**src/rtl/core/stack_expression_evaluator_unit_assert.svh**
```systemverilog
// Assertion helpers shared by the RTL files.
`ifndef STACK_EXPRESSION_EVALUATOR_UNIT_ASSERT_SVH
`define STACK_EXPRESSION_EVALUATOR_UNIT_ASSERT_SVH

// same-cycle implication
`define SEE_ASSERT_IMP(label, clk, rst, ante, cons) \
   label: assert property (@(posedge clk) disable iff (rst) (ante) |-> (cons)) \
      else $error("see assertion failed");

// next-cycle implication
`define SEE_ASSERT_NXT(label, clk, rst, ante, cons) \
   label: assert property (@(posedge clk) disable iff (rst) (ante) |=> (cons)) \
      else $error("see assertion failed");

`endif

```
**src/rtl/core/see_pkg.sv**
```systemverilog
`default_nettype none
package see_pkg;

   localparam int DATA_W = 32;
   localparam int CNT_W  = $clog2(DATA_W + 1);
   localparam logic signed [DATA_W-1:0] SCREEN_SIZE = -DATA_W'(999);

   typedef enum logic [3:0] {
      CMD_PUSH      = 4'd0,
      CMD_FETCH     = 4'd1,
      CMD_ADD       = 4'd2,
      CMD_SUB       = 4'd3,
      CMD_MUL       = 4'd4,
      CMD_DIV       = 4'd5,
      CMD_MIN       = 4'd6,
      CMD_EQUAL     = 4'd7,
      CMD_SET_SIZE  = 4'd8,
      CMD_SIZE_X    = 4'd9,
      CMD_SIZE_Y    = 4'd10,
      CMD_SCREEN_W  = 4'd11,
      CMD_SCREEN_H  = 4'd12,
      CMD_WRITE_VAR = 4'd13,
      CMD_IF_TEST   = 4'd14
   } cmd_type;

   typedef enum logic [1:0] {
      ST_OK    = 2'd0,
      ST_UNDER = 2'd1,
      ST_OVER  = 2'd2,
      ST_DIVZ  = 2'd3
   } status_type;

   typedef enum logic [3:0] {
      S_IDLE,
      S_EXEC,
      S_OPND,
      S_DIV_RUN,
      S_SIZE,
      S_REFILL_RD,
      S_REFILL,
      S_VAR_WAIT,
      S_RESP
   } ctrl_state_type;

   typedef enum logic [3:0] {
      DP_NONE,
      DP_LOAD,
      DP_EXEC,
      DP_BINARY,
      DP_DIV_START,
      DP_DIV_DONE,
      DP_SIZE,
      DP_REFILL,
      DP_VAR_PUSH
   } dp_op_type;

   typedef struct packed {
      dp_op_type op;
      logic      show;
   } dp_cmd_type;

   typedef struct packed {
      cmd_type cmd;
      logic    sp_empty;
      logic    sp_lt2;
      logic    idx_ok;
      logic    top_zero;
      logic    div_busy;
   } dp_stat_type;

endpackage
`default_nettype wire

```
**src/rtl/core/see_ctrl.sv**
```systemverilog
`default_nettype none
`include "stack_expression_evaluator_unit_assert.svh"
module see_ctrl
   import see_pkg::*;
(
   input  wire logic        clock,
   input  wire logic        reset,
   input  wire logic        req_valid,
   output logic             req_ready,
   output logic             rsp_valid,
   input  wire logic        rsp_ready,
   input  wire dp_stat_type dp_stat,
   output dp_cmd_type       dp_cmd
);
   ctrl_state_type state_ff, state_in;
   logic           div_go;

   assign div_go = (dp_stat.cmd == CMD_DIV) && !dp_stat.top_zero;

   always_comb begin
      state_in = state_ff;
      case (state_ff)
         S_IDLE: begin
            if (req_valid) begin
               state_in = S_EXEC;
            end
         end
         S_EXEC: begin
            case (dp_stat.cmd)
               CMD_FETCH: begin
                  if (dp_stat.sp_empty) begin
                     state_in = S_RESP;
                  end else if (dp_stat.idx_ok) begin
                     state_in = S_VAR_WAIT;
                  end else begin
                     state_in = S_REFILL_RD;
                  end
               end
               CMD_ADD, CMD_SUB, CMD_MUL, CMD_DIV, CMD_MIN, CMD_EQUAL: begin
                  state_in = dp_stat.sp_lt2 ? S_RESP : S_OPND;
               end
               CMD_SET_SIZE: begin
                  state_in = dp_stat.sp_lt2 ? S_RESP : S_SIZE;
               end
               CMD_IF_TEST: begin
                  state_in = dp_stat.sp_empty ? S_RESP : S_REFILL_RD;
               end
               default: begin
                  state_in = S_RESP;
               end
            endcase
         end
         S_OPND: begin
            state_in = div_go ? S_DIV_RUN : S_RESP;
         end
         S_DIV_RUN: begin
            if (!dp_stat.div_busy) begin
               state_in = S_RESP;
            end
         end
         S_SIZE:      state_in = S_REFILL_RD;
         S_REFILL_RD: state_in = S_REFILL;
         S_REFILL:    state_in = S_RESP;
         S_VAR_WAIT:  state_in = S_RESP;
         S_RESP: begin
            if (rsp_ready) begin
               state_in = S_IDLE;
            end
         end
         default: state_in = S_IDLE;
      endcase
   end

   always_comb begin
      dp_cmd.op   = DP_NONE;
      dp_cmd.show = 1'b0;
      req_ready   = 1'b0;
      case (state_ff)
         S_IDLE: begin
            req_ready = 1'b1;
            if (req_valid) begin
               dp_cmd.op = DP_LOAD;
            end
         end
         S_EXEC:    dp_cmd.op = DP_EXEC;
         S_OPND:    dp_cmd.op = div_go ? DP_DIV_START : DP_BINARY;
         S_DIV_RUN: dp_cmd.op = dp_stat.div_busy ? DP_NONE : DP_DIV_DONE;
         S_SIZE:    dp_cmd.op = DP_SIZE;
         S_REFILL:  dp_cmd.op = DP_REFILL;
         S_VAR_WAIT: dp_cmd.op = DP_VAR_PUSH;
         S_RESP:    dp_cmd.show = 1'b1;
         default: begin
         end
      endcase
   end

   assign rsp_valid = dp_cmd.show;

   always_ff @(posedge clock) begin
      if (reset) begin
         state_ff <= S_IDLE;
      end else begin
         state_ff <= state_in;
      end
   end

   `SEE_ASSERT_NXT(a_accept_exec, clock, reset, req_valid && req_ready, state_ff == S_EXEC)
   `SEE_ASSERT_NXT(a_deliver_idle, clock, reset, rsp_valid && rsp_ready, state_ff == S_IDLE)
   `SEE_ASSERT_IMP(a_div_only_run, clock, reset, dp_stat.div_busy, state_ff == S_DIV_RUN)
endmodule
`default_nettype wire

```
**config.mk**
```make
export PLATFORM = sky130hd
export DESIGN_NAME = see_ctrl
export DESIGN_NICKNAME = d
export VERILOG_FILES = /design/src/rtl/core/see_pkg.sv /design/src/rtl/core/see_ctrl.sv
export VERILOG_INCLUDE_DIRS = /design/src /design/src/rtl/core
export SDC_FILE = /design/constraint.sdc
export NUM_CORES = 1
export LEC_CHECK = 0
export BUFFER_PORTS_ARGS = -buffer_cell sky130_fd_sc_hd__buf_2
export CORE_MARGIN = 4
export CORE_UTILIZATION = 27
export DETAILED_ROUTE_END_ITERATION = 12
export SYNTH_ARGS = -nofsm -noshare
export SYNTH_HDL_FRONTEND = slang
export SYNTH_SLANG_ARGS = --single-unit
```
**constraint.sdc**
```tcl
create_clock -name clock -period 1.25 [get_ports clock]
set_input_delay 0.25 -clock clock [delete_from_list [all_inputs] [get_ports clock]]
set_output_delay 0.25 -clock clock [all_outputs]
set_load 0.01 [all_outputs]
```
Word level (Yosys, flattened, before mapping)
Index checks and enable logic that the tools add are counted.
{"block": "totals", "regBits": 4, "out_inout_bits": 7}
{"block": "op_classes", "n_eq_ne": 20, "n_mux": 17, "reduce_logical": 6}
{"operator": "== test 4 x 3 -> 1 bit, second input constant", "count": 8}
{"operator": "two-way mux 4 bit", "count": 8}
{"operator": "one-hot mux 4 bit (8 select lines)", "count": 1}
{"operator": "one-hot mux 4 bit (7 select lines)", "count": 1}
{"operator": "== test 4 x 2 -> 1 bit, second input constant", "count": 4}
{"operator": "one-hot mux 4 bit (4 select lines)", "count": 1}
{"operator": "== test 4 bit, second input constant", "count": 3}
{"operator": "== test 4 x 1 -> 1 bit, second input constant", "count": 2}
{"operator": "two-way mux 3 bit", "count": 2}
{"operator": "inequality test 2 bit, second input constant", "count": 3}
{"operator": "OR reduction 6 bit", "count": 1}
{"operator": "logical NOT 4 bit", "count": 1}
{"operator": "two-way mux 1 bit", "count": 3}
{"operator": "AND reduction 3 bit", "count": 1}
{"operator": "two-way mux 2 bit", "count": 1}
{"operator": "OR reduction 2 bit", "count": 1}
{"operator": "logical AND 1 bit", "count": 1}
{"operator": "logical NOT 1 bit", "count": 1}

Longest topological paths before layout
Gate-level depths: netlist of the first run.
{"block": "logic_depth", "word_depth": 4, "mapped_depth": 6, "ltp_nobuf": 5}

Worst setup path after synthesis of the first run
Ideal clock, no wire load.
{"block": "synth_path", "path_type": "register to output", "startpoint": "register state_ff[1]", "endpoint": "output dp_cmd[0] in the netlist's numbering", "n_path_buf": 3, "t_arrival_ns": 1.427, "setup_slack_ns": -0.427, "stages_incl_launch_ff": 5, "path_cell_list": "dfxtp_1 buf_4 buf_4 nor4b_1 buf_4"}
{"block": "synth_between", "elab_chain_len": 2}
{"element": "start: declaration", "line": "see_ctrl.sv:15", "rtl": "ctrl_state_type state_ff, state_in;"}
{"element": "start signal: assignment", "line": "see_ctrl.sv:103", "rtl": "state_ff <= state_in;"}
{"element": "== test 4 bit", "line": "see_ctrl.sv:78", "rtl": "case (state_ff)"}
{"element": "two-way mux 1 bit", "line": "see_ctrl.sv:78"}
{"element": "end: declaration", "line": "see_ctrl.sv:13", "rtl": "output dp_cmd_type dp_cmd"}
No other way between the ends.

==> impl_metrics.yaml, run 1 <==
timing:
  fin_skew_ns: 0.00532
  fin_crit_ns: 1.55
  hold_viol: 0
  max_freq_mhz: 646
  setup_slack_ns: -0.297
  worstMarginPinSlew_ns: 0.352
  min_period_over_period: 1.24
  setup_violations: 10
  rsz0062_at_grt: "yes"
  max_slew_margin: 0.763
  tns_ns: -1.79
  drv_slew: 0
detailed_routing:
  drc: 0
  detail_route.wl_per_cell_um: 13.7
  vias_per_cell: 5.22
  first_iter_violations: 12
  final_antenna_net_count: 0
  wirelength_um: 2140
  vias: 814
  dr.pass1.iters: 4
critical_path:
  critical_path_required_ns: 1.00
  path_buf_inv: 2
  start_kind: "primary input"
  rr_endpoint: "state_ff[1]"
  worst-r2r-cell-count: 6
  worstPathArrival_ns: 1.30
  critPathCaptureType: "output port"
  r2r_start: "state_ff[0]"
  path_cells: "buf_6 -> nor4b_4 -> nand2_2 -> nor2_2 -> o32a_1 -> nor2_2 -> buf_2"
  rrSetupSlack_ns: -0.14
  critPathMaxFanout: 3
  cp_common_cell: "nor2_2"
  crit_family: "simple AND/OR/NAND/NOR gates"
  crit_type: "primary input to output port"
  cp_slowest_cell: "nor4b_4"
  slowest_delay_ns: 0.29
synth:
  synth_edf_count: 0
  syn_inst: 82
  yosys_warnings: 0
  yosys.area.top_type: "dfxtp_1"
  netlist_top_cells_count: "nor2_1 (14), a21oi_1 (6), nand2_1 (6)"
  yosys.area_share.adder: 0
  yosysSeqAreaShare: 0.143
  synth.distinct_cells: 32
  synth_mux_area_frac: 0
  synth-xor-area-share: 0
  synth_seq_cells: 4
  yosysMostFrequentCell: "nor2_1"
  synth_area_um2: 562
  synth-main-ff-cell: "dfxtp_1"
  synth_nets: 95
  synth_top_family_by_area: "simple AND/OR/NAND/NOR gates"
  yosys.area_share.simple: 0.401
  synthArstFlopShare: 0
  yosysTopAreaCellShare: 0.143
  yosys-top-cells-area: "dfxtp_1 (14%), nor2_1 (9.4%), a21oi_1 (5.3%), buf_4 (5.3%), nor4b_2 (5.3%)"
  syn_avg_cell_area_um2: 6.85
  synth_compound_area_frac: 0.310
pwr:
  pwr_density_cell_nw_per_um2: 701
  vdd_drop_max_mv: 0.350
  p_leak_uw: 0.000464
clocking:
  cts_hold_buf: 0
  ctsHtreeMaxLevel: 1
  worstSkewPairLatency_ns: 0.24
  numClockSinks: 4
  clockBufferDepth: 2
  tritoncts: "built"
  path_clk_slew_ns: 0.04
  cts_root_buffer: "clkbuf_4"
  cts_made_buffers: 3
floorplanning:
  die_h_um: 53.6
  num_rows: 16
  start_util: 0.286
  core_um2: 1960
  die_area_um2: 2870
  ios: 20
  die_w_um: 53.6
global_routing:
  antenna_found_initial: 0
  grt_start_max_net_pins: 12
  track_usage: 0.163
  grt-ovfl-total: 0
  grt_pass1_vias: 782
  grt_pass1_wl_um: 3440
hold_path:
  holdPathStages: 2
  hold_class: "primary input to flip-flop"
  min_to: "state_ff[3]"
  hold_start: "reset"
placement:
  gp_congestion: 0.804
  dp.cells: 142
  numPortBuffers: 19
  hpwl_um: 1370
status:
  status: "finished, violations left"
  violations: "setup timing"
run:
  cap_violations: 0
final_layout:
  regMostFlops: "state_ff"
  final-seq-area_um2: 92.6
  nNetsFinal: 144
  largest_reg_flops: 4
  fin_cells: 156
  syn2layout_area_growth_pct: 83.3
  fillCellCount: 213
  multiInputGateArea_um2: 477
  diodes: 0
  reg_top3: "state_ff x4"
  drive_gt1_frac: 0.589
-- cells in the final DEF, fill, tap and decap left out, types with 3 or more instances in the layout --
cell type  synthesis  layout
buf_4              4      27
buf_2              3      17
nor2_1            14      10
buf_6              2       9
nand2_1            6       5
nor4b_4            1       4
inv_1              4       4
o21ai_1            4       4
a21oi_1            6       4
nor2_2             0       3
a31oi_1            3       3
o21ai_0            4       3
clkbuf_4           0       3
dfxtp_4            0       3
-- per-stage QoR --
| step | utilization | area [um2] | hold WS (ns) | power, uW | setup WS, ns |
|---|---|---|---|---|---|
| after floorplan | - | 602 | 0.327 | 343 | -0.0923 |
| after global placement | 0.421 | 826 | 0.495 | 463 | -0.285 |
| after detailed placement | 0.421 | 826 | 0.499 | 466 | -0.291 |
| after CTS | 0.490 | 961 | 0.233 | 669 | -0.238 |
| after global routing | 0.525 | 1030 | 0.261 | 777 | -0.366 |
| final | 0.525 | 1030 | 0.263 | 722 | -0.297 |
-- cell families after synthesis --
group	count (synthesis)
AO/OA/AOI/OAI	27
buffers and inverters	13
flip-flops	4
AND/OR/NAND/NOR	38
-- per-layer routing --
layer,wire (um),track usage,vias up
met2,1180,0.327,33
met1,825,0.171,383
met3,115,0.0277,2
li1,-,-,396
met4,13,0.0383,0
met5,0,0,-
-- how the worst max path moves through the flow --
stage                     slack, ns   startpoint  depth (start not counted)         to
after detailed placement      -0.29   dp_stat[6]                          7  dp_cmd[1]
after floorplan               -0.09  state_ff[2]                          4  dp_cmd[0]
after global placement        -0.28   dp_stat[6]                          7  dp_cmd[1]
after CTS                     -0.24   dp_stat[1]                          7  dp_cmd[1]
final                         -0.30   dp_stat[1]                          7  dp_cmd[1]
after global routing          -0.37   dp_stat[1]                          7  dp_cmd[1]
-- final cells by class --
cell class,count,area share
tap,27,0.0328
sequential,4,0.0899
clock buffer,3,0.0219
timing repair buffer,53,0.378
inverter,4,0.0146
multi-input combinational,65,0.463
-- worst register-to-register path, delay by kind of cell, from the launching register on --
family	cells	cell delay, ns
AO/OA/AOI/OAI	2	0.36
buffers and inverters	2	0.23
AND/OR/NAND/NOR	2	0.31
flip-flops	1	0.39
-- report_power, final --
part / internal (uW) / total [uW] / switching, uW
sequential: 139 / 160 / 21.9
combinational: 217 / 395 / 178
clock: 108 / 167 / 58.8
-- repair_timing --
| action | CTS | global route |
|---|---|---|
| buffers inserted | 6 | 5 |
| setup endpoints to repair | 11 | 11 |
| resized for setup | 21 | 9 |
| pin swaps | 10 | 7 |
| endpoints found under the hold margin | 0 | 0 |
No activity file was read; power rests on OpenSTA's default activity.
==> run 2: changes to the inputs <==
Settings changed: CORE_UTILIZATION 27 to 43, PLACE_DENSITY set to 0.73.
==> impl_metrics.yaml, run 2 (same netlist as run 1, synthesis figures left out) <==
placement:
  gp_congestion: 0.862
  place_ws_ns: -0.292
  placed_area_um2: 842
  numPortBuffers: 19
  hpwl_um: 1350
clocking:
  cts_made_buffers: 3
  clockBufferDepth: 2
  numClockSinks: 4
  ctsHtreeMaxLevel: 1
  path_clk_slew_ns: 0.04
  tritoncts: "built"
  cts_root_buffer: "clkbuf_4"
  worstSkewPairLatency_ns: 0.23
final_layout:
  drive_gt1_frac: 0.615
  layout_common_cells: "buf_4 (21), buf_2 (16), buf_6 (13), nor2_1 (9), nand2_1 (5)"
  syn2layout_area_growth_pct: 93.8
  final_common_cell: "buf_4"
  regMostFlops: "state_ff"
  final_cell_area_um2: 1090
  reg_top3: "state_ff x4"
  nNetsFinal: 145
  largest_reg_flops: 4
  diodes: 0
run:
  cap_violations: 0
detailed_routing:
  vias: 950
  drc: 0
  detail_route.wl_per_cell_um: 21.5
  dr.pass1.iters: 4
  final_antenna_net_count: 0
  first_iter_violations: 62
  vias_per_cell: 6.60
  wirelength_um: 3090
timing:
  rsz0062_at_grt: "yes"
  fin_crit_ns: 1.60
  max_freq_mhz: 627
  hold_viol: 0
  fin_skew_ns: 0.000156
  worstMarginPinSlew_ns: 0.449
  max_slew_margin: 0.698
  min_period_over_period: 1.28
  setup_slack_ns: -0.346
  drv_slew: 0
  setup_violations: 11
critical_path:
  cp_common_cell: "nor2_2"
  path_cells: "buf_8 -> nor4b_4 -> nand2_2 -> nor2_2 -> o32a_1 -> nor2_2 -> buf_2"
  worstPathArrival_ns: 1.35
  crit_type: "primary input to output port"
  critPathCaptureType: "output port"
  critical_path_required_ns: 1.00
  cp_slowest_cell: "nor4b_4"
  critPathMaxFanout: 3
  slowest_delay_ns: 0.33
  path_buf_inv: 2
  crit_family: "simple AND/OR/NAND/NOR gates"
  start_kind: "primary input"
floorplanning:
  die_h_um: 44.1
  start_util: 0.480
  ios: 20
  core_um2: 1170
  die_area_um2: 1950
  die_w_um: 44.1
  num_rows: 12
pwr:
  p_total_uw: 785
  vdd_drop_max_mv: 0.762
  p_leak_uw: 0.000480
  pwr_density_cell_nw_per_um2: 722
status:
  status: "finished, violations left"
  violations: "setup timing"
global_routing:
  grt-ovfl-total: 0
  grt_pass1_vias: 854
  grt_pass1_wl_um: 3570
  grt_start_max_net_pins: 11
  antenna_found_initial: 0
  track_usage: 0.253
hold_path:
  hold_class: "primary input to flip-flop"
## run 2: changes by cell type in the layout (fill, tap and decap cells not counted), moves of 2 or more
cell | previous run | this run
buf_4 | 27 | 21
buf_6 | 9 | 13
buf_12 | 0 | 2
buf_8 | 0 | 2
## run 2: cell type report
type | count | area (um2)
flip-flops and latches | 4 | 92.6
repair buffers | 54 | 454
fillers | 49 | 82.6
clock buffers | 3 | 22.5
well taps | 14 | 17.5
inverters | 4 | 15.0
multi-input cells | 65 | 487
## run 2: worst reg2reg max path, delay by kind of cell (launching register included)
family                 cells  cell delay, ns
and+or+nand+nor            3            0.54
DFF                        1            0.36
buffers and inverters      2            0.24
AOI/OAI and AO/OA          2            0.19
## run 2: metrics by stage
stage | setup TNS, ns | std cells | hold WS (ns) | utilization
5_1_grt | -2.96 | 144 | 0.266 | 0.929
6_report | -2.23 | 144 | 0.282 | 0.929
3_5_place_dp | -1.57 | 130 | 0.490 | 0.719
4_1_cts | -1.58 | 140 | 0.257 | 0.850
3_3_place_gp | -1.40 | 130 | 0.485 | 0.719
2_1_floorplan | -0.341 | 82 | 0.327 | -
## run 2: timing repair
action	4_1_cts	5_1_grt
buffers inserted	8	4
cloned	0	0
gates resized for setup	24	16
hold buffers	0	0
pin swaps	13	7
endpoints found under the setup margin	11	11
## run 2: worst paths after layout
check / cells past startpoint / start / end / slack [ns]
hold / removal: 2 / reset / state_ff[3] / 0.28
hold reg to reg: 3 / state_ff[1] / state_ff[0] / 0.78
setup reg to reg: 7 / state_ff[2] / state_ff[3] / -0.16
setup / recovery: 7 / dp_stat[8] / dp_cmd[1] / -0.35
## run 2: routing by layer
layer  global-route usage  vias to the layer above  share of wire
met2                0.387                       82           0.47
met3               0.0935                       24           0.10
met1                0.276                      448           0.37
met5                    0                        -              0
li1                     -                      396              -
met4                0.205                        0          0.051
## run 2: where the power goes
| part | total (uW) | internal [uW] | switching [uW] | leakage, uW |
|---|---|---|---|---|
| logic | 459 | 243 | 217 | 0.000430 |
| registers | 160 | 138 | 21.4 | 0.0000353 |
| clock network | 166 | 108 | 58.4 | 0.0000138 |
==> run 3: changes to the inputs <==
Settings changed: SKIP_CTS_REPAIR_TIMING set to 1.
==> impl_metrics.yaml, run 3 (same netlist as run 1, synthesis figures left out) <==
floorplanning:
  die_h_um: 44.1
  die_w_um: 44.1
  core_um2: 1170
  num_rows: 12
  die_area_um2: 1950
  start_util: 0.480
  ios: 20
timing:
  worstMarginPinSlew_ns: 0.350
  fin_crit_ns: 1.52
  max_freq_mhz: 658
  holdWs_ns: 0.273
  setup_slack_ns: -0.270
  max_slew_margin: 0.765
  fin_skew_ns: 0.00278
  drv_slew: 0
  min_period_over_period: 1.22
  rsz0062_at_grt: "yes"
  setup_violations: 8
  hold_viol: 0
critical_path:
  rrSetupSlack_ns: -0.02
  startpoint: "state_ff[2]"
  start_kind: "flip-flop"
  slowest_delay_ns: 0.36
  critPathCaptureType: "output port"
  critPathMaxFanout: 6
  worstPathArrival_ns: 1.27
  critical_path_required_ns: 1.00
  rr_endpoint: "state_ff[3]"
  worst-r2r-cell-count: 6
  cp-endpoint: "dp_cmd[0]"
  path_cells: "buf_6 -> buf_12 -> nor4b_4 -> buf_2"
  cp_slowest_cell: "dfxtp_4"
  crit_type: "flip-flop to output port"
  r2r_start: "state_ff[2]"
clocking:
  worstSkewPairLatency_ns: 0.23
  path_clk_slew_ns: 0.04
  cts_made_buffers: 3
  tritoncts: "built"
  clockBufferDepth: 2
  numClockSinks: 4
  cts_root_buffer: "clkbuf_4"
  ctsHtreeMaxLevel: 1
final_layout:
  diodes: 0
  layout_common_cells: "buf_4 (22), buf_2 (17), nor2_1 (10), nand2_1 (5)"
  largest_reg_flops: 4
  nNetsFinal: 137
  regMostFlops: "state_ff"
  syn2layout_area_growth_pct: 72.6
  final_cell_area_um2: 970
  drive_gt1_frac: 0.557
  fin_util: 0.828
  final_common_cell: "buf_4"
  reg_top3: "state_ff x4"
placement:
  numPortBuffers: 19
  hpwl_um: 1350
  placed_area_um2: 842
  gp_congestion: 0.862
  place_ws_ns: -0.292
status:
  status: "finished, violations left"
  violations: "setup timing"
detailed_routing:
  vias_per_cell: 5.56
  vias: 756
  detail_route.wl_per_cell_um: 13.3
  first_iter_violations: 9
  drc: 0
  final_antenna_net_count: 0
  dr.pass1.iters: 4
  wirelength_um: 1810
pwr:
  vdd_drop_max_mv: 0.498
  pwr_density_cell_nw_per_um2: 699
  p_leak_uw: 0.000428
hold_path:
  hold_class: "primary input to flip-flop"
  hold_start: "reset"
global_routing:
  grt_pass1_wl_um: 2780
  grt_pass1_vias: 689
  antenna_found_initial: 0
  track_usage: 0.190
  grt_start_max_net_pins: 11
  grt-ovfl-total: 0
run:
  cap_violations: 0
[run 3: changes by cell type in the layout (fill, tap and decap cells not counted), sizes merged]
cell,delta
buf,-8
[run 3: layer usage]
metal / GRT usage / vias to the layer above / routed length, um
met5: 0 / - / 0
met2: 0.297 / 21 / 926
met1: 0.243 / 359 / 793
li1: - / 376 / -
met4: 0.114 / 0 / 0
met3: 0.0285 / 0 / 89
[run 3: layout make-up]
cell class	count	area (um2)
multi-input cells	65	472
repair buffers	46	350
fillers	83	201
flip-flops and latches	4	92.6
clock buffers	3	22.5
well taps	14	17.5
inverters	4	15.0
[run 3: worst min-delay path by stage]
stage | to | slack, ns | cells after the start
4_1_cts | state_ff[3] | 0.24 | 2
5_1_grt | state_ff[3] | 0.27 | 2
6_report | state_ff[3] | 0.27 | 2
3_5_place_dp | state_ff[3] | 0.49 | 2
2_1_floorplan | state_ff[3] | 0.33 | 1
3_3_place_gp | state_ff[3] | 0.49 | 2
[run 3: critical path, delay by kind of cell (launching register included)]
| family | cells | cell delay, ns |
|---|---|---|
| buffers and inverters | 3 | 0.41 |
| DFF | 1 | 0.36 |
| and+or+nand+nor | 1 | 0.27 |
[run 3: metrics by stage]
| stage | setup TNS (ns) | cells | power (uW) |
|---|---|---|---|
| 3_3_place_gp | -1.40 | 130 | 479 |
| 3_5_place_dp | -1.57 | 130 | 485 |
| 2_1_floorplan | -0.341 | 82 | 343 |
| 4_1_cts | -2.65 | 133 | 651 |
| 6_report | -1.55 | 136 | 678 |
| 5_1_grt | -2.31 | 136 | 735 |
[run 3: report_power, final]
part,leakage (uW),internal [uW],switching (uW)
clock network,0.0000138,107,48.4
registers,0.0000353,139,20.6
logic,0.000379,199,164
